===== config.mk =====
export PLATFORM = sky130hd
export DESIGN_NAME = ebml_element_header_router
export DESIGN_NICKNAME = d
export VERILOG_FILES = /design/src/design/ebml_pkg.sv /design/src/design/ebml_front.sv /design/src/design/ebml_queue.sv /design/src/design/ebml_back.sv /design/src/design/ebml_element_header_router.sv
export SDC_FILE = /design/constraint.sdc
export NUM_CORES = 1
export LEC_CHECK = 0
export BUFFER_PORTS_ARGS = -buffer_cell sky130_fd_sc_hd__buf_2
export CAP_MARGIN = 30
export CORE_MARGIN = 5
export CORE_UTILIZATION = 50
export CTS_BUF_LIST = sky130_fd_sc_hd__clkbuf_4 sky130_fd_sc_hd__clkbuf_8 sky130_fd_sc_hd__clkbuf_16
export DETAILED_ROUTE_END_ITERATION = 8
export GPL_TIMING_DRIVEN = 0
export HOLD_SLACK_MARGIN = 0.02
export PLACE_DENSITY_LB_ADDON = 0.08
export SETUP_SLACK_MARGIN = 0.05
export SYNTH_ARGS = -nofsm -noshare
export SYNTH_HDL_FRONTEND = slang
export SYNTH_SLANG_ARGS = --single-unit

===== constraint.sdc =====
create_clock -name clk -period 6.93 [get_ports clk]
set_clock_uncertainty 0.15 [all_clocks]
set_input_delay 2.079 -clock clk [delete_from_list [all_inputs] [get_ports clk]]
set_output_delay 2.079 -clock clk [all_outputs]
set_load 0.05 [all_outputs]

===== src/design/ebml_pkg.sv =====
// shared types, constants and helper functions for the ebml header router
package ebml_pkg;

	localparam int ID_BYTES_MAX = 4;

	localparam logic [31:0] SEGMENT_ID = 32'h1853_8067;
	localparam logic [31:0] CLUSTER_ID = 32'h1F43_B675;
	localparam logic [55:0] SHORT_ENDLESS_1 = 56'h7F;
	localparam logic [55:0] SHORT_ENDLESS_2 = 56'h3FFF;
	localparam logic [23:0] MAX_LEN_RESET = 24'd262144;

	typedef enum logic [1:0] {
		ROUTE_HEADER  = 2'd0,
		ROUTE_TRACKS  = 2'd1,
		ROUTE_CLUSTER = 2'd2,
		ROUTE_IGNORED = 2'd3
	} route_t;

	typedef enum logic [1:0] {
		ERR_NONE     = 2'd0,
		ERR_FORMAT   = 2'd1,
		ERR_ENDLESS  = 2'd2,
		ERR_TOO_LONG = 2'd3
	} err_t;

	typedef struct packed {
		logic [31:0] element_id;
		logic [55:0] payload_length;
		logic [3:0]  header_length;
		logic        endless;
		logic        long_coded_endless;
		route_t      route_class;
		err_t        error_code;
	} result_t;

	// number of zero bits above the first one, 8 for a zero byte
	function automatic logic [3:0] lead_zeros(input logic [7:0] b);
		logic [3:0] n;
		logic       found;
		n = 4'd8;
		found = 1'b0;
		for (int i = 7; i >= 0; i--) begin
			if (!found && b[i]) begin
				n = 4'(7 - i);
				found = 1'b1;
			end
		end
		return n;
	endfunction

	// value is 2^(7k)-1 for some k in 1..8
	function automatic logic value_endless(input logic [55:0] v);
		logic hit;
		hit = 1'b0;
		for (int k = 1; k <= 8; k++) begin
			if (v == ({56{1'b1}} >> (56 - 7 * k)))
				hit = 1'b1;
		end
		return hit;
	endfunction

endpackage


===== src/design/ebml_front.sv =====
// byte parser: decodes element headers, classifies them and tracks payload skipping
module ebml_front (
	input  logic                 clk,
	input  logic                 arst_n,
	input  logic                 byte_valid,
	input  logic [7:0]           byte_value,
	input  logic                 cfg_we,
	input  logic [23:0]          cfg_data,
	output logic                 res_valid,
	output ebml_pkg::result_t    res
);
	import ebml_pkg::*;

	typedef enum logic [1:0] {
		PH_ID   = 2'd0,
		PH_SIZE = 2'd1,
		PH_SKIP = 2'd2
	} phase_t;

	phase_t      phase_q, phase_d;
	logic [3:0]  left_q, left_d;
	logic [31:0] id_q, id_d;
	logic [55:0] size_q, size_d;
	logic        size_started_q, size_started_d;
	logic [3:0]  hcount_q, hcount_d;
	logic [23:0] pleft_q, pleft_d;
	logic        seg_q, seg_d;
	logic        clu_q, clu_d;
	logic        err_q, err_d;
	logic [23:0] max_len_q;

	logic [3:0]  lz;
	logic [55:0] size_new;
	logic        len_endless;
	logic        len_long;
	logic        len_over;

	assign lz = lead_zeros(byte_value);
	assign size_new = size_started_q ? {size_q[47:0], byte_value}
		: {48'd0, byte_value & (8'h7F >> lz)};
	assign len_endless = value_endless(size_new);
	assign len_long = len_endless && (size_new != SHORT_ENDLESS_1)
		&& (size_new != SHORT_ENDLESS_2);
	assign len_over = (size_new[55:24] != 32'd0) || (size_new[23:0] > max_len_q);

	always_comb begin
		phase_d = phase_q;
		left_d = left_q;
		id_d = id_q;
		size_d = size_q;
		size_started_d = size_started_q;
		hcount_d = hcount_q;
		pleft_d = pleft_q;
		seg_d = seg_q;
		clu_d = clu_q;
		err_d = err_q;
		res_valid = 1'b0;
		res = '0;
		res.route_class = ROUTE_IGNORED;
		res.error_code = ERR_FORMAT;
		if (byte_valid && !err_q) begin
			case (phase_q)
				PH_SKIP: begin
					pleft_d = pleft_q - 24'd1;
					if (pleft_q == 24'd1)
						phase_d = PH_ID;
				end
				PH_SIZE: begin
					if (!size_started_q && byte_value == 8'd0) begin
						res_valid = 1'b1;
						err_d = 1'b1;
					end else begin
						size_d = size_new;
						size_started_d = 1'b1;
						left_d = size_started_q ? left_q - 4'd1 : lz;
						hcount_d = hcount_q + 4'd1;
						if (left_d == 4'd0) begin
							res_valid = 1'b1;
							res.element_id = id_q;
							res.payload_length = size_new;
							res.header_length = hcount_d;
							res.endless = len_endless;
							res.long_coded_endless = len_long;
							res.route_class = ROUTE_IGNORED;
							res.error_code = ERR_NONE;
							if (id_q == SEGMENT_ID) begin
								seg_d = 1'b1;
								clu_d = 1'b0;
								res.route_class = ROUTE_TRACKS;
								phase_d = PH_ID;
							end else if (len_endless || len_over) begin
								res.error_code = len_endless ? ERR_ENDLESS : ERR_TOO_LONG;
								err_d = 1'b1;
							end else begin
								if (!seg_q) begin
									res.route_class = ROUTE_HEADER;
								end else if (id_q == CLUSTER_ID) begin
									clu_d = 1'b1;
									res.route_class = ROUTE_CLUSTER;
								end else if (!clu_q) begin
									res.route_class = ROUTE_TRACKS;
								end
								pleft_d = size_new[23:0];
								phase_d = (size_new[23:0] != 24'd0) ? PH_SKIP : PH_ID;
							end
							left_d = 4'd0;
							id_d = 32'd0;
							size_d = 56'd0;
							size_started_d = 1'b0;
							hcount_d = 4'd0;
						end
					end
				end
				default: begin
					if (hcount_q == 4'd0 && (byte_value == 8'd0
						|| lz >= 4'(ID_BYTES_MAX))) begin
						res_valid = 1'b1;
						err_d = 1'b1;
					end else begin
						if (hcount_q == 4'd0) begin
							id_d = {24'd0, byte_value};
							left_d = lz;
						end else begin
							id_d = {id_q[23:0], byte_value};
							left_d = left_q - 4'd1;
						end
						hcount_d = hcount_q + 4'd1;
						if (left_d == 4'd0) begin
							phase_d = PH_SIZE;
							size_started_d = 1'b0;
						end else begin
							phase_d = PH_ID;
						end
					end
				end
			endcase
		end
	end

	always_ff @(posedge clk or negedge arst_n) begin
		if (!arst_n) begin
			phase_q <= PH_ID;
			left_q <= '0;
			id_q <= '0;
			size_q <= '0;
			size_started_q <= 1'b0;
			hcount_q <= '0;
			pleft_q <= '0;
			seg_q <= 1'b0;
			clu_q <= 1'b0;
			err_q <= 1'b0;
			max_len_q <= MAX_LEN_RESET;
		end else begin
			phase_q <= phase_d;
			left_q <= left_d;
			id_q <= id_d;
			size_q <= size_d;
			size_started_q <= size_started_d;
			hcount_q <= hcount_d;
			pleft_q <= pleft_d;
			seg_q <= seg_d;
			clu_q <= clu_d;
			err_q <= err_d;
			if (cfg_we)
				max_len_q <= cfg_data;
		end
	end

	// once an error is out, the parser stays silent
	a_sticky_silent: assert property (@(posedge clk) disable iff (!arst_n)
		err_q |-> !res_valid)
		else $error("result after sticky error");

	a_result_needs_byte: assert property (@(posedge clk) disable iff (!arst_n)
		res_valid |-> byte_valid)
		else $error("result without an accepted byte");

	a_skip_nonzero: assert property (@(posedge clk) disable iff (!arst_n)
		(phase_q == PH_SKIP) |-> (pleft_q != 24'd0))
		else $error("skip phase with nothing left to skip");

endmodule


===== src/design/ebml_queue.sv =====
// short queue of decoded headers between the parser and the output stage
module ebml_queue #(
	parameter int DEPTH = 4
) (
	input  logic                 clk,
	input  logic                 arst_n,
	input  logic                 push,
	input  ebml_pkg::result_t    push_data,
	input  logic                 deq,
	output ebml_pkg::result_t    head,
	output logic                 q_full,
	output logic                 q_empty
);
	import ebml_pkg::*;

	localparam int PW = (DEPTH > 1) ? $clog2(DEPTH) : 1;
	localparam int CW = $clog2(DEPTH + 1);

	result_t         mem_q [DEPTH];
	logic [PW-1:0]   wr_ptr_q;
	logic [PW-1:0]   rd_ptr_q;
	logic [CW-1:0]   count_q;
	logic            do_push;
	logic            do_deq;

	assign q_full = (count_q == CW'(DEPTH));
	assign q_empty = (count_q == '0);
	assign do_push = push && !q_full;
	assign do_deq = deq && !q_empty;
	assign head = mem_q[rd_ptr_q];

	always_ff @(posedge clk) begin
		if (do_push)
			mem_q[wr_ptr_q] <= push_data;
	end

	always_ff @(posedge clk or negedge arst_n) begin
		if (!arst_n) begin
			wr_ptr_q <= '0;
			rd_ptr_q <= '0;
			count_q <= '0;
		end else begin
			if (do_push)
				wr_ptr_q <= (wr_ptr_q == PW'(DEPTH - 1)) ? '0 : wr_ptr_q + PW'(1);
			if (do_deq)
				rd_ptr_q <= (rd_ptr_q == PW'(DEPTH - 1)) ? '0 : rd_ptr_q + PW'(1);
			if (do_push && !do_deq)
				count_q <= count_q + CW'(1);
			else if (do_deq && !do_push)
				count_q <= count_q - CW'(1);
		end
	end

	a_no_overflow: assert property (@(posedge clk) disable iff (!arst_n)
		push |-> !q_full)
		else $error("push into full queue");

	a_count_bound: assert property (@(posedge clk) disable iff (!arst_n)
		count_q <= CW'(DEPTH))
		else $error("queue count out of range");

endmodule


===== src/design/ebml_back.sv =====
// output stage: holds the oldest result on the ports until it is popped
module ebml_back (
	input  logic                 clk,
	input  logic                 arst_n,
	input  logic                 q_empty,
	input  ebml_pkg::result_t    head,
	output logic                 deq,
	input  logic                 pop,
	output logic                 empty,
	output ebml_pkg::result_t    out
);
	import ebml_pkg::*;

	logic    out_valid_q;
	result_t out_q;

	assign deq = !q_empty && (!out_valid_q || pop);
	assign empty = !out_valid_q;
	assign out = out_q;

	always_ff @(posedge clk) begin
		if (deq)
			out_q <= head;
	end

	always_ff @(posedge clk or negedge arst_n) begin
		if (!arst_n) begin
			out_valid_q <= 1'b0;
		end else if (deq) begin
			out_valid_q <= 1'b1;
		end else if (pop) begin
			out_valid_q <= 1'b0;
		end
	end

	a_load_shows: assert property (@(posedge clk) disable iff (!arst_n)
		deq |=> out_valid_q)
		else $error("loaded result not shown");

endmodule


===== src/design/ebml_element_header_router.sv =====
// top level of the ebml element header router
// Takes one stream byte per clock (push while full is low) and, on the last byte of
// each element header outside a skipped payload, queues one item: ID with marker,
// size without marker, header length, endless flags, route class and error code. The
// parser handles a byte every cycle while full is low; an item reaches the result
// ports through a QUEUE_DEPTH-entry queue and an output register, so full only rises
// when results are not popped. After an error item no further items appear until reset.
// The payload length limit is written on the cfg channel, which is always ready.
module ebml_element_header_router #(
	parameter int QUEUE_DEPTH = 4
) (
	input  logic        clk,
	input  logic        arst_n,
	input  logic        push,
	output logic        full,
	input  logic [7:0]  byte_value,
	output logic        empty,
	input  logic        pop,
	output logic [31:0] element_id,
	output logic [55:0] payload_length,
	output logic [3:0]  header_length,
	output logic        endless,
	output logic        long_coded_endless,
	output logic [1:0]  route_class,
	output logic [1:0]  error_code,
	input  logic        cfg_valid,
	output logic        cfg_ready,
	input  logic [23:0] cfg_max_payload_length
);
	import ebml_pkg::*;

	logic    byte_acc;
	logic    res_valid;
	result_t res;
	result_t head;
	result_t out;
	logic    q_empty;
	logic    deq;

	assign cfg_ready = 1'b1;
	assign byte_acc = push && !full;

	ebml_front u_front (
		.clk        (clk),
		.arst_n     (arst_n),
		.byte_valid (byte_acc),
		.byte_value (byte_value),
		.cfg_we     (cfg_valid && cfg_ready),
		.cfg_data   (cfg_max_payload_length),
		.res_valid  (res_valid),
		.res        (res)
	);

	ebml_queue #(
		.DEPTH (QUEUE_DEPTH)
	) u_queue (
		.clk       (clk),
		.arst_n    (arst_n),
		.push      (res_valid),
		.push_data (res),
		.deq       (deq),
		.head      (head),
		.q_full    (full),
		.q_empty   (q_empty)
	);

	ebml_back u_back (
		.clk     (clk),
		.arst_n  (arst_n),
		.q_empty (q_empty),
		.head    (head),
		.deq     (deq),
		.pop     (pop),
		.empty   (empty),
		.out     (out)
	);

	assign element_id = out.element_id;
	assign payload_length = out.payload_length;
	assign header_length = out.header_length;
	assign endless = out.endless;
	assign long_coded_endless = out.long_coded_endless;
	assign route_class = out.route_class;
	assign error_code = out.error_code;

endmodule

==> out/summary.txt, run 1 <==
register area share after synthesis = 69.4%
met3 Usage GRT = 4.64%
syn nets = 1831
Crit. End Element = register
pwr/cell area = 380 nW/µm²
Die Ht = 241 µm
count of unique library cells instantiated by Yosys = 81
maximum vdd drop = 196 µV
# clock sinks = 640
maximum fanout along the worst path = 10
# DRC = 0
DRT iter0 DRCs = 1512
worst path arrival time = 6.34 ns
Root Driver = clkbuf_16
Post-synth top flop = edfxtp_1
met1 global-route usage = 31.7%
Worst R2R Path Depth = 15
cts bufs inserted = 70
nets = 2054
min Tclk post-route = 6.26 ns
Net Switching = 3.93 mW
via/cell ratio = 5.93
GRT overflow = 0
Cell Rows = 84
TritonCTS clock tree = yes
Syn Std Cell Area = 26600 µm²
WL/cell = 23.7 µm
Reg clk slew, reported paths = 0.06 ns
Initial Util = 50.5%
DR vias = 16200
post-synthesis instance total = 1756
Max clock buf depth = 3
area leader, netlist = edfxtp_1
worst reg2reg startpoint = u_front.size_started_q$_DFFE_PN0P_
worst hold endpoint = u_queue.count_q[2]$_DFFE_PN0P_
Reg2Reg Setup Slack = 1.28 ns
total negative setup slack = 0 ns
# IOs = 138
GP Congestion = 0.918
GR Layer Usage met2 = 35.9%
async set-reset flop share out of synthesis = 23.4%
Final Util = 58.6%
hold depth = 1
Post-CTS Hold Fix Bufs = 0
Die ar. = 57900 µm²
fin crit share = 90.3%
Pint = 7.79 mW
htree depth = 3
startpoint types = input port
Synth top area share = 55.3%
sequential power share = 41.5%
Max Fclk = 0.160 GHz
width of the die = 241 µm
Worst Hold Launch = u_queue.count_q[2]$_DFFE_PN0P_
number of max-cap violations = 0
worst slew pin tran = 0.966 ns
Combinational Power Share = 27.4%
Setup Viol. Count Final = 0
Yosys warning count = 0
r2r endpoint = u_queue.mem_q[2][2]$_DFFE_PP_
clock group share of total power = 31.1%
share of cells above drive strength 1 = 21.9%
drt pass-1 iters = 6
Fin. Hold Viols = 0
Core ar. = 52700 µm²
register bit count reported by yosys = 640
Crit Path Class = input port to register
area grow syn2layout = 15.9%
Clk Latency, worst-skew pair = 0.59 ns
DRT antenna net count = 0
Avg Inst Size Synth = 15.2 µm²
Critical Path RT = 7.02 ns
Placed Cells = 2593
RSZ-0062 raised after global routing = false
status = completed
Fillers = 4066
post-DP HPWL = 43.2 mm
most common library cells after synthesis = 490 x edfxtp_1, 188 x nand2_1, 149 x dfrtp_1
Hold Path Class = register to register
overall routing resource usage = 22.5%
count leader, synth = edfxtp_1
top cells by area, synth = edfxtp_1 55%, dfrtp_1 14%, mux4_2 8.3%
final slew viol count = 0
Total Wirelength = 64.7 mm
non-filler instance count after layout = 2725
global routing's busiest layer = met2
Gates resized, CTS repair = 0
Post-synth EDFFs = 490
vias in the first global route = 16200
Post-CTS Setup Inserts = 0
initial antenna violation count = 1
pin count of the biggest net entering global routing = 114
switching portion of total power = 33.5%
port buffer count = 133
Pleak = 11.4 nW
Max-slew headroom = 35.6%
first-pass GRT wire length = 98.7 mm
layout by cell type (no fill, tap or decap), drive strengths merged, types with 42 or more instances in the layout:
master / synthesis / final
a21oi: 42 / 42
inv: 72 / 76
dfrtp: 149 / 149
buf: 47 / 198
edfxtp: 490 / 490
nor2: 70 / 70
nor3: 50 / 50
nand2: 188 / 188
clkbuf: 58 / 144
mux4: 98 / 98
o21ai: 82 / 82
per-stage QoR:
stage	instance area, µm²	total power, mW	setup WS [ns]	hold WS [ns]
CTS	30800	11.8	0.787	0.343
finish	30800	11.7	0.674	0.342
detailed placement	28500	8.16	0.163	0.333
global placement	28100	8.10	-2.12	0.325
floorplan	26600	7.19	0.603	0.305
global route	30800	12.2	0.515	0.369
power groups by stage:
stage | clock [mW] | sequential (mW) | combinational [mW]
floorplan | 0 | 5.63 | 1.56
global placement | 0 | 4.96 | 3.14
detailed placement | 0 | 4.94 | 3.22
CTS | 3.73 | 4.87 | 3.22
global route | 3.89 | 4.91 | 3.45
finish | 3.64 | 4.87 | 3.21
flip-flops by register name (all words and copies together) (netlist names), 4 cells and up:
register	count
u_queue.mem_q	392
u_back.out	98
u_front.size_q	48
u_front.id_q	32
u_front.max_len_q	24
u_front.pleft_q	24
u_front.hcount_q	4
u_front.left_q	4
per-layer routing:
| layer | wire [µm] | vias up | share of wire [%] |
|---|---|---|---|
| met5 | 13 | - | 0.020 |
| met4 | 1660 | 2 | 2.6 |
| met3 | 4180 | 118 | 6.5 |
| met2 | 31300 | 539 | 48 |
| li1 | - | 7223 | - |
| met1 | 27600 | 8269 | 43 |
worst max-delay path: stages:
cell	delay [ns]
buf_2	0.11
buf_4	0.18
or3_4	0.40
or3_4	0.37
o21ai_1	0.55
buf_4	0.27
inv_1	0.05
ha_1	0.26
nand2_1	0.07
o21ai_0	0.11
a2111oi_2	0.55
o21ai_1	0.21
nor3_2	0.42
buf_2	0.39
o2111ai_1	0.30
worst max path at each step:
stage,startpoint,to,slack [ns],cells after the start
3_3_place_gp,byte_value[4],u_queue.mem_q[0][96]$_DFFE_PP_,-2.12,7
6_report,byte_value[7],u_queue.mem_q[2][2]$_DFFE_PP_,0.67,15
2_1_floorplan,byte_value[5],u_queue.mem_q[0][0]$_DFFE_PP_,0.60,7
5_1_grt,byte_value[7],u_queue.mem_q[2][2]$_DFFE_PP_,0.51,15
3_5_place_dp,byte_value[7],u_queue.mem_q[0][2]$_DFFE_PP_,0.16,15
4_1_cts,byte_value[7],u_queue.mem_q[3][2]$_DFFE_PP_,0.79,15
cells by family after synthesis:
logic type | after synthesis | share of synthesized area, %
compound gates | 288 | 7.65
fa+ha+maj | 38 | 1.82
xor+xnor | 4 | 0.132
simple gates | 504 | 9.72
flops | 640 | 69.4
mux | 104 | 8.54
buf+inv | 177 | 2.72
other cells | 1 | 0.0141
cell type report:
| class | count | area, µm² | area share, % |
|---|---|---|---|
| clock buffer | 86 | 1920 | 6.23 |
| buffer | 105 | 453 | 1.47 |
| tap | 688 | 861 | 2.79 |
| inverter | 72 | 270 | 0.877 |
| sequential | 640 | 18500 | 59.9 |
| antenna | 2 | 5.00 | 0.0162 |
| multi-input combinational | 939 | 7440 | 24.1 |
| clock inverter | 42 | 352 | 1.14 |
| timing repair buffer | 151 | 1060 | 3.45 |
Note: power is estimated with default switching activity, not from simulation.
==> run 2, diff against run 1 <==
--- a/config.mk
+++ b/config.mk
@@ -8,7 +8,7 @@
 export BUFFER_PORTS_ARGS = -buffer_cell sky130_fd_sc_hd__buf_2
 export CAP_MARGIN = 30
 export CORE_MARGIN = 5
-export CORE_UTILIZATION = 50
+export CORE_UTILIZATION = 30
 export CTS_BUF_LIST = sky130_fd_sc_hd__clkbuf_4 sky130_fd_sc_hd__clkbuf_8 sky130_fd_sc_hd__clkbuf_16
 export DETAILED_ROUTE_END_ITERATION = 8
 export GPL_TIMING_DRIVEN = 0
==> out/summary.txt, run 2 (synthesis results as in run 1) <==
Final Cell Area = 31700 µm² (+2.7%)
Root Driver = clkbuf_16
Total Wirelength = 74.4 mm (+15%)
# clock sinks = 640 (unchanged)
total negative setup slack = 0 ns (unchanged)
Max clock buf depth = 3 (unchanged)
maximum vdd drop = 185 µV (-5.7%)
htree depth = 3 (unchanged)
GRT overflow = 0 (unchanged)
hold depth = 1 (unchanged)
drt pass-1 iters = 5 (-1)
width of the die = 308 µm (+28%)
Post-CTS Hold Fix Bufs = 0 (unchanged)
min Tclk post-route = 6.36 ns (+0.105 ns)
Core ar. = 88200 µm² (+68%)
cts bufs inserted = 74 (+5.7%)
fin crit share = 91.8% (+1.5 points)
worst slew pin tran = 1.07 ns (+0.104 ns)
Max-slew headroom = 28.6% (-6.9 points)
status = completed
TritonCTS clock tree = yes
Initial Util = 30.2% (-20 points)
CP max stage cell = nor4_2
maximum fanout along the worst path = 10 (unchanged)
Crit Path Class = input port to register
port buffer count = 133 (unchanged)
DR vias = 15900 (-1.3%)
via/cell ratio = 4.96 (-16%)
Fin. Hold Viols = 0 (unchanged)
DRT antenna net count = 0 (unchanged)
Worst path max stage delay = 0.67 ns (+0.12 ns)
number of max-cap violations = 0 (unchanged)
Critical Path RT = 7.05 ns (+0.03 ns)
RSZ-0062 raised after global routing = false
Worst R2R Path Depth = 15 (unchanged)
initial antenna violation count = 3 (+2)
Gates resized, CTS repair = 0 (unchanged)
overall routing resource usage = 15.7% (-6.8 points)
max FFs per register = 392 (unchanged)
Post-CTS Setup Inserts = 0 (unchanged)
Fillers = 8437 (+110%)
GP Congestion = 0.873 (-4.9%)
nets = 2064 (+0.49%)
vias in the first global route = 16800 (+4.0%)
Critical Path Most Common Cell = buf_2
first-pass GRT wire length = 112 mm (+13%)
Die ar. = 94800 µm² (+64%)
Max Fclk = 0.157 GHz (-1.6%)
Cell Chain, Critical Path = buf_2 > nor4_2 > nand2_1 > o31ai_4 > ha_1 > inv_1 > a21oi_1 > o21ai_0 > a2111oi_2 > o21ai_1 > nor3_2 > buf_2 > o2111ai_1
Hold Path Class = register to register
final slew viol count = 0 (unchanged)
Pleak = 11.6 nW (+1.1%)
share of cells above drive strength 1 = 22.5% (+0.60 points)
worst path arrival time = 6.48 ns (+0.14 ns)
pwr/cell area = 382 nW/µm² (+0.46%)
DRT iter0 DRCs = 1230 (-19%)
area grow syn2layout = 19.0%
Reg clk slew, reported paths = 0.06 ns (about the same)
Crit. End Element = register
Final Util = 35.9% (-23 points)
# IOs = 138 (unchanged)
Die Ht = 308 µm (+28%)
placed inst area = 29200 µm² (+2.3%)
Setup Viol. Count Final = 0 (unchanged)
WL/cell = 23.1 µm (-2.5%)
highest-count cells in the layout ignoring fill and taps = 490 x edfxtp_1, 188 x nand2_1, 162 x buf_2
startpoint types = input port
Cell Rows = 109 (+30%)
Clk Latency, worst-skew pair = 0.61 ns (+0.02 ns)
post-DP HPWL = 50.4 mm (+17%)
Top reg by flops = u_queue.mem_q
leading cell type in the layout, fill and taps excluded = edfxtp_1
pin count of the biggest net entering global routing = 110 (-3.5%)
# DRC = 0 (unchanged)
-- run 2: changes by cell type in the layout (fill, tap and decap cells not counted), moves of 3 or more --
cell	before	now
clkinv_2	14	9
clkinv_1	15	12
buf_8	4	8
clkbuf_16	72	76
clkbuf_4	12	24
-- run 2: critical path: cells and delay by family --
kind	cells	cell delay, ns
fa+ha+maj	1	0.26
compound gates	6	2.08
buf+inv	3	0.60
simple gates	3	1.44
-- run 2: cell type report --
cell class              count  area [µm²]  share of cell area (%)
clock inverters            31         307                   0.968
flip-flops and latches    640       18500                    58.3
plain buffers             105         453                    1.43
diodes                      4        10.0                  0.0316
clock buffers             103        2120                    6.71
repair buffers            157        1130                    3.56
inverters                  72         270                   0.854
well taps                1165        1460                    4.60
multi-input cells         939        7440                    23.5
-- run 2: final timing paths --
path | startpoint | end | slack (ns)
min reg2reg | u_queue.count_q[2]$_DFFE_PN0P_ | u_queue.count_q[2]$_DFFE_PN0P_ | 0.34
max reg2reg | u_front.size_started_q$_DFFE_PN0P_ | u_queue.mem_q[0][2]$_DFFE_PP_ | 1.10
max in group asynchronous | arst_n | u_front.size_q[42]$_DFFE_PN0P_ | 4.48
min in group asynchronous | arst_n | u_front.max_len_q[5]$_DFFE_PN0P_ | 1.21
min | u_queue.count_q[2]$_DFFE_PN0P_ | u_queue.count_q[2]$_DFFE_PN0P_ | 0.34
max | byte_value[4] | u_queue.mem_q[0][2]$_DFFE_PP_ | 0.57
-- run 2: report_power, final --
| part | switching (mW) | internal [mW] | total [mW] |
|---|---|---|---|
| registers | 0.272 | 4.61 | 4.88 |
| clock network | 1.56 | 2.34 | 3.90 |
| logic | 2.26 | 1.06 | 3.31 |
-- run 2: through the flow --
step                      cells  total power, mW  worst slack, ns  hold WS (ns)
final                      3216             12.1            0.569         0.339
after global routing       3212             12.7            0.255         0.384
after CTS                  3210             12.3            0.548         0.342
after detailed placement   3076             8.34          -0.0775         0.331
after global placement     3054             8.26            -2.80         0.326
after floorplan            1756             7.19            0.603         0.305
-- run 2: layer usage --
layer	wire length, µm	vias to the layer above	global-route usage, %
met1	32900	8200	21.2
met5	0	-	0
met2	35900	362	25.8
li1	-	7261	-
met3	3680	118	3.02
met4	1900	0	4.56
==> run 3, diff against run 2 <==
--- a/config.mk
+++ b/config.mk
@@ -5,6 +5,7 @@
 export SDC_FILE = /design/constraint.sdc
 export NUM_CORES = 1
 export LEC_CHECK = 0
+export ABC_AREA = 1
 export BUFFER_PORTS_ARGS = -buffer_cell sky130_fd_sc_hd__buf_2
 export CAP_MARGIN = 30
 export CORE_MARGIN = 5
@@ -15,6 +16,7 @@
 export HOLD_SLACK_MARGIN = 0.02
 export PLACE_DENSITY_LB_ADDON = 0.08
 export SETUP_SLACK_MARGIN = 0.05
+export SLEW_MARGIN = 40
 export SYNTH_ARGS = -nofsm -noshare
 export SYNTH_HDL_FRONTEND = slang
 export SYNTH_SLANG_ARGS = --single-unit
==> out/summary.txt, run 3 <==
status = completed
Post-synth EDFFs = 490 (unchanged)
fin crit share = 77.5% (-14 points)
width of the die = 308 µm (about the same)
Total Wirelength = 81.0 mm (+8.8%)
placed inst area = 29400 µm² (+0.82%)
Setup Viol. Count Final = 0 (unchanged)
vias in the first global route = 18800 (+12%)
DRT iter0 DRCs = 1310 (+6.5%)
Gates resized, CTS repair = 0 (unchanged)
final slew viol count = 0 (unchanged)
syn nets = 2405 (+31%)
cts bufs inserted = 76 (+2.7%)
Syn Std Cell Area = 26600 µm² (about the same)
# DRC = 0 (unchanged)
WL/cell = 21.3 µm (-8.0%)
Fin. Hold Viols = 0 (unchanged)
hold_ws = 0.322 ns (-0.0171 ns)
initial antenna violation count = 0 (-3)
Worst R2R Path Depth = 15 (unchanged)
Post-CTS Setup Inserts = 0 (unchanged)
Initial Util = 30.1% (about the same)
Cell Chain, Critical Path = buf_2 > inv_1 > nand4_2 > nor2_2 > nand2_1 > o211ai_1 > nand2_1 > nand3_1 > nor2_4 > o21ai_0 > nand2_1 > nand2_1 > nor2_4 > buf_8 > buf_8 > buf_8 > buf_8 > buf_8
worst path arrival time = 5.54 ns (-0.94 ns)
post-DP HPWL = 56.3 mm (+12%)
# clock sinks = 640 (unchanged)
Pleak = 11.4 nW (-1.7%)
register area share after synthesis = 69.4% (about the same)
Top reg by flops = u_queue.mem_q
pwr/cell area = 362 nW/µm² (-5.1%)
Core ar. = 88200 µm² (unchanged)
overall routing resource usage = 16.8% (+1.1 points)
leading cell type in the layout, fill and taps excluded = edfxtp_1
GRT overflow = 0 (unchanged)
pin count of the biggest net entering global routing = 72 (-35%)
share of cells above drive strength 1 = 14.5% (-7.9 points)
Power, Total = 11.6 mW (-4.2%)
min Tclk post-route = 5.37 ns (-0.992 ns)
RSZ-0062 raised after global routing = false
Root Driver = clkbuf_16
top cells by area, synth = edfxtp_1 55%, dfrtp_1 14%, o21ai_0 7.0%
GP Congestion = 0.863 (-1.2%)
via/cell ratio = 4.84 (-2.4%)
Crit. End Element = register
Hold Path Class = register to register
Post-synth top flop = edfxtp_1
Yosys warning count = 0 (unchanged)
Worst path max stage delay = 0.51 ns (-0.16 ns)
area leader, netlist = edfxtp_1
worst slew pin tran = 0.815 ns (-0.255 ns)
Critical Path RT = 7.10 ns (+0.05 ns)
CP max stage cell = nor2_4
hold depth = 2 (+1)
drt pass-1 iters = 5 (unchanged)
TritonCTS clock tree = yes
area grow syn2layout = 20.2%
Avg Inst Size Synth = 11.4 µm² (-25%)
Crit Path Class = input port to register
Cell Rows = 109 (unchanged)
nets = 2650 (+28%)
htree depth = 3 (unchanged)
post-synthesis instance total = 2330 (+33%)
maximum vdd drop = 206 µV (+12%)
count leader, synth = edfxtp_1
first-pass GRT wire length = 121 mm (+8.0%)
Final Cell Area = 32000 µm² (+0.98%)
Synth top area share = 55.3% (about the same)
Placed Cells = 3662 (+19%)
max FFs per register = 392 (unchanged)
number of max-cap violations = 0 (unchanged)
register bit count reported by yosys = 640 (unchanged)
Max Fclk = 0.186 GHz (+18%)
number of diodes = 0 (-4)
Post-CTS Hold Fix Bufs = 0 (unchanged)
Max clock buf depth = 3 (unchanged)
Die ar. = 94700 µm² (about the same)
Clk Latency, worst-skew pair = 0.62 ns (about the same)
most common library cells after synthesis = 490 x edfxtp_1, 371 x o21ai_0, 367 x nor2_1
count of unique library cells instantiated by Yosys = 51 (-37%)
DRT antenna net count = 0 (unchanged)
# IOs = 138 (unchanged)
Reg clk slew, reported paths = 0.06 ns (about the same)
startpoint types = input port
DR vias = 18400 (+15%)
Critical Path Most Common Cell = buf_8
Die Ht = 308 µm (about the same)
non-filler instance count after layout = 3802 (+18%)
highest-count cells in the layout ignoring fill and taps = 490 x edfxtp_1, 371 x o21ai_0, 363 x nor2_1
async set-reset flop share out of synthesis = 23.4% (unchanged)
maximum fanout along the worst path = 15 (+5)
port buffer count = 135 (+1.5%)
Max-slew headroom = 45.4% (+17 points)
[run 3: kinds of logic after synthesis]
kind of cell    after synthesis  synth area share [%]
compound gates              550                  11.2
xor+xnor                     12                 0.395
fa+ha+maj                    38                  1.82
buf+inv                     293                  4.52
flops                       640                  69.4
mux                           3                 0.122
other cells                   1                0.0141
simple gates                793                  12.5
[run 3: final cells by class]
| type | instances | area [µm²] |
|---|---|---|
| fillers | 8699 | 56300 |
| flip-flops and latches | 640 | 18500 |
| multi-input cells | 1397 | 6960 |
| clock buffers | 109 | 2230 |
| well taps | 1165 | 1460 |
| repair buffers | 167 | 1330 |
| inverters | 169 | 642 |
| plain buffers | 124 | 577 |
| clock inverters | 31 | 292 |
[run 3: path summary, 6_finish.rpt]
| path | from | end | slack, ns |
|---|---|---|---|
| worst max-delay path | byte_value[2] | u_queue.mem_q[1][19]$_DFFE_PP_ | 1.56 |
| worst min-delay path | u_front.err_q$_DFFE_PN0P_ | u_front.err_q$_DFFE_PN0P_ | 0.32 |
| worst max register to register | u_front.phase_q[1]$_DFFE_PN0P_ | u_queue.mem_q[1][19]$_DFFE_PP_ | 2.36 |
| worst min register to register | u_front.err_q$_DFFE_PN0P_ | u_front.err_q$_DFFE_PN0P_ | 0.32 |
| max in group asynchronous | arst_n | u_front.id_q[21]$_DFFE_PN0P_ | 4.45 |
| min in group asynchronous | arst_n | u_front.max_len_q[6]$_DFFE_PN0P_ | 1.21 |
[run 3: stage by stage]
| step | TNS, ns | util, % | worst slack [ns] |
|---|---|---|---|
| floorplan | -404.42 | - | -1.03 |
| global placement | -2421.02 | 32.6 | -6.56 |
| detailed placement | 0 | 33.4 | 0.887 |
| CTS | 0 | 36.2 | 1.54 |
| global route | 0 | 36.2 | 1.32 |
| finish | 0 | 36.2 | 1.56 |
[run 3: power by group]
part           switching, mW  internal [mW]  total [mW]
Sequential            0.0892           4.54        4.63
Combinational           2.41          0.557        2.97
Clock                   1.58           2.41        3.98
Total                   4.08           7.51        11.6
[run 3: routing by layer]
| metal | share of wire [%] | GRT usage (%) | wire length (µm) |
|---|---|---|---|
| met3 | 4.0 | 2.25 | 3250 |
| met2 | 49 | 28.5 | 39900 |
| met4 | 2.5 | 5.17 | 2060 |
| met1 | 44 | 22.4 | 35800 |
| met5 | 0 | 0 | 0 |
[run 3: worst max-delay path: cells and delay by family]
family | cells | cell delay [ns]
buffers and inverters | 7 | 1.38
and+or+nand+nor | 9 | 1.80
AOI/OAI and AO/OA | 2 | 0.22
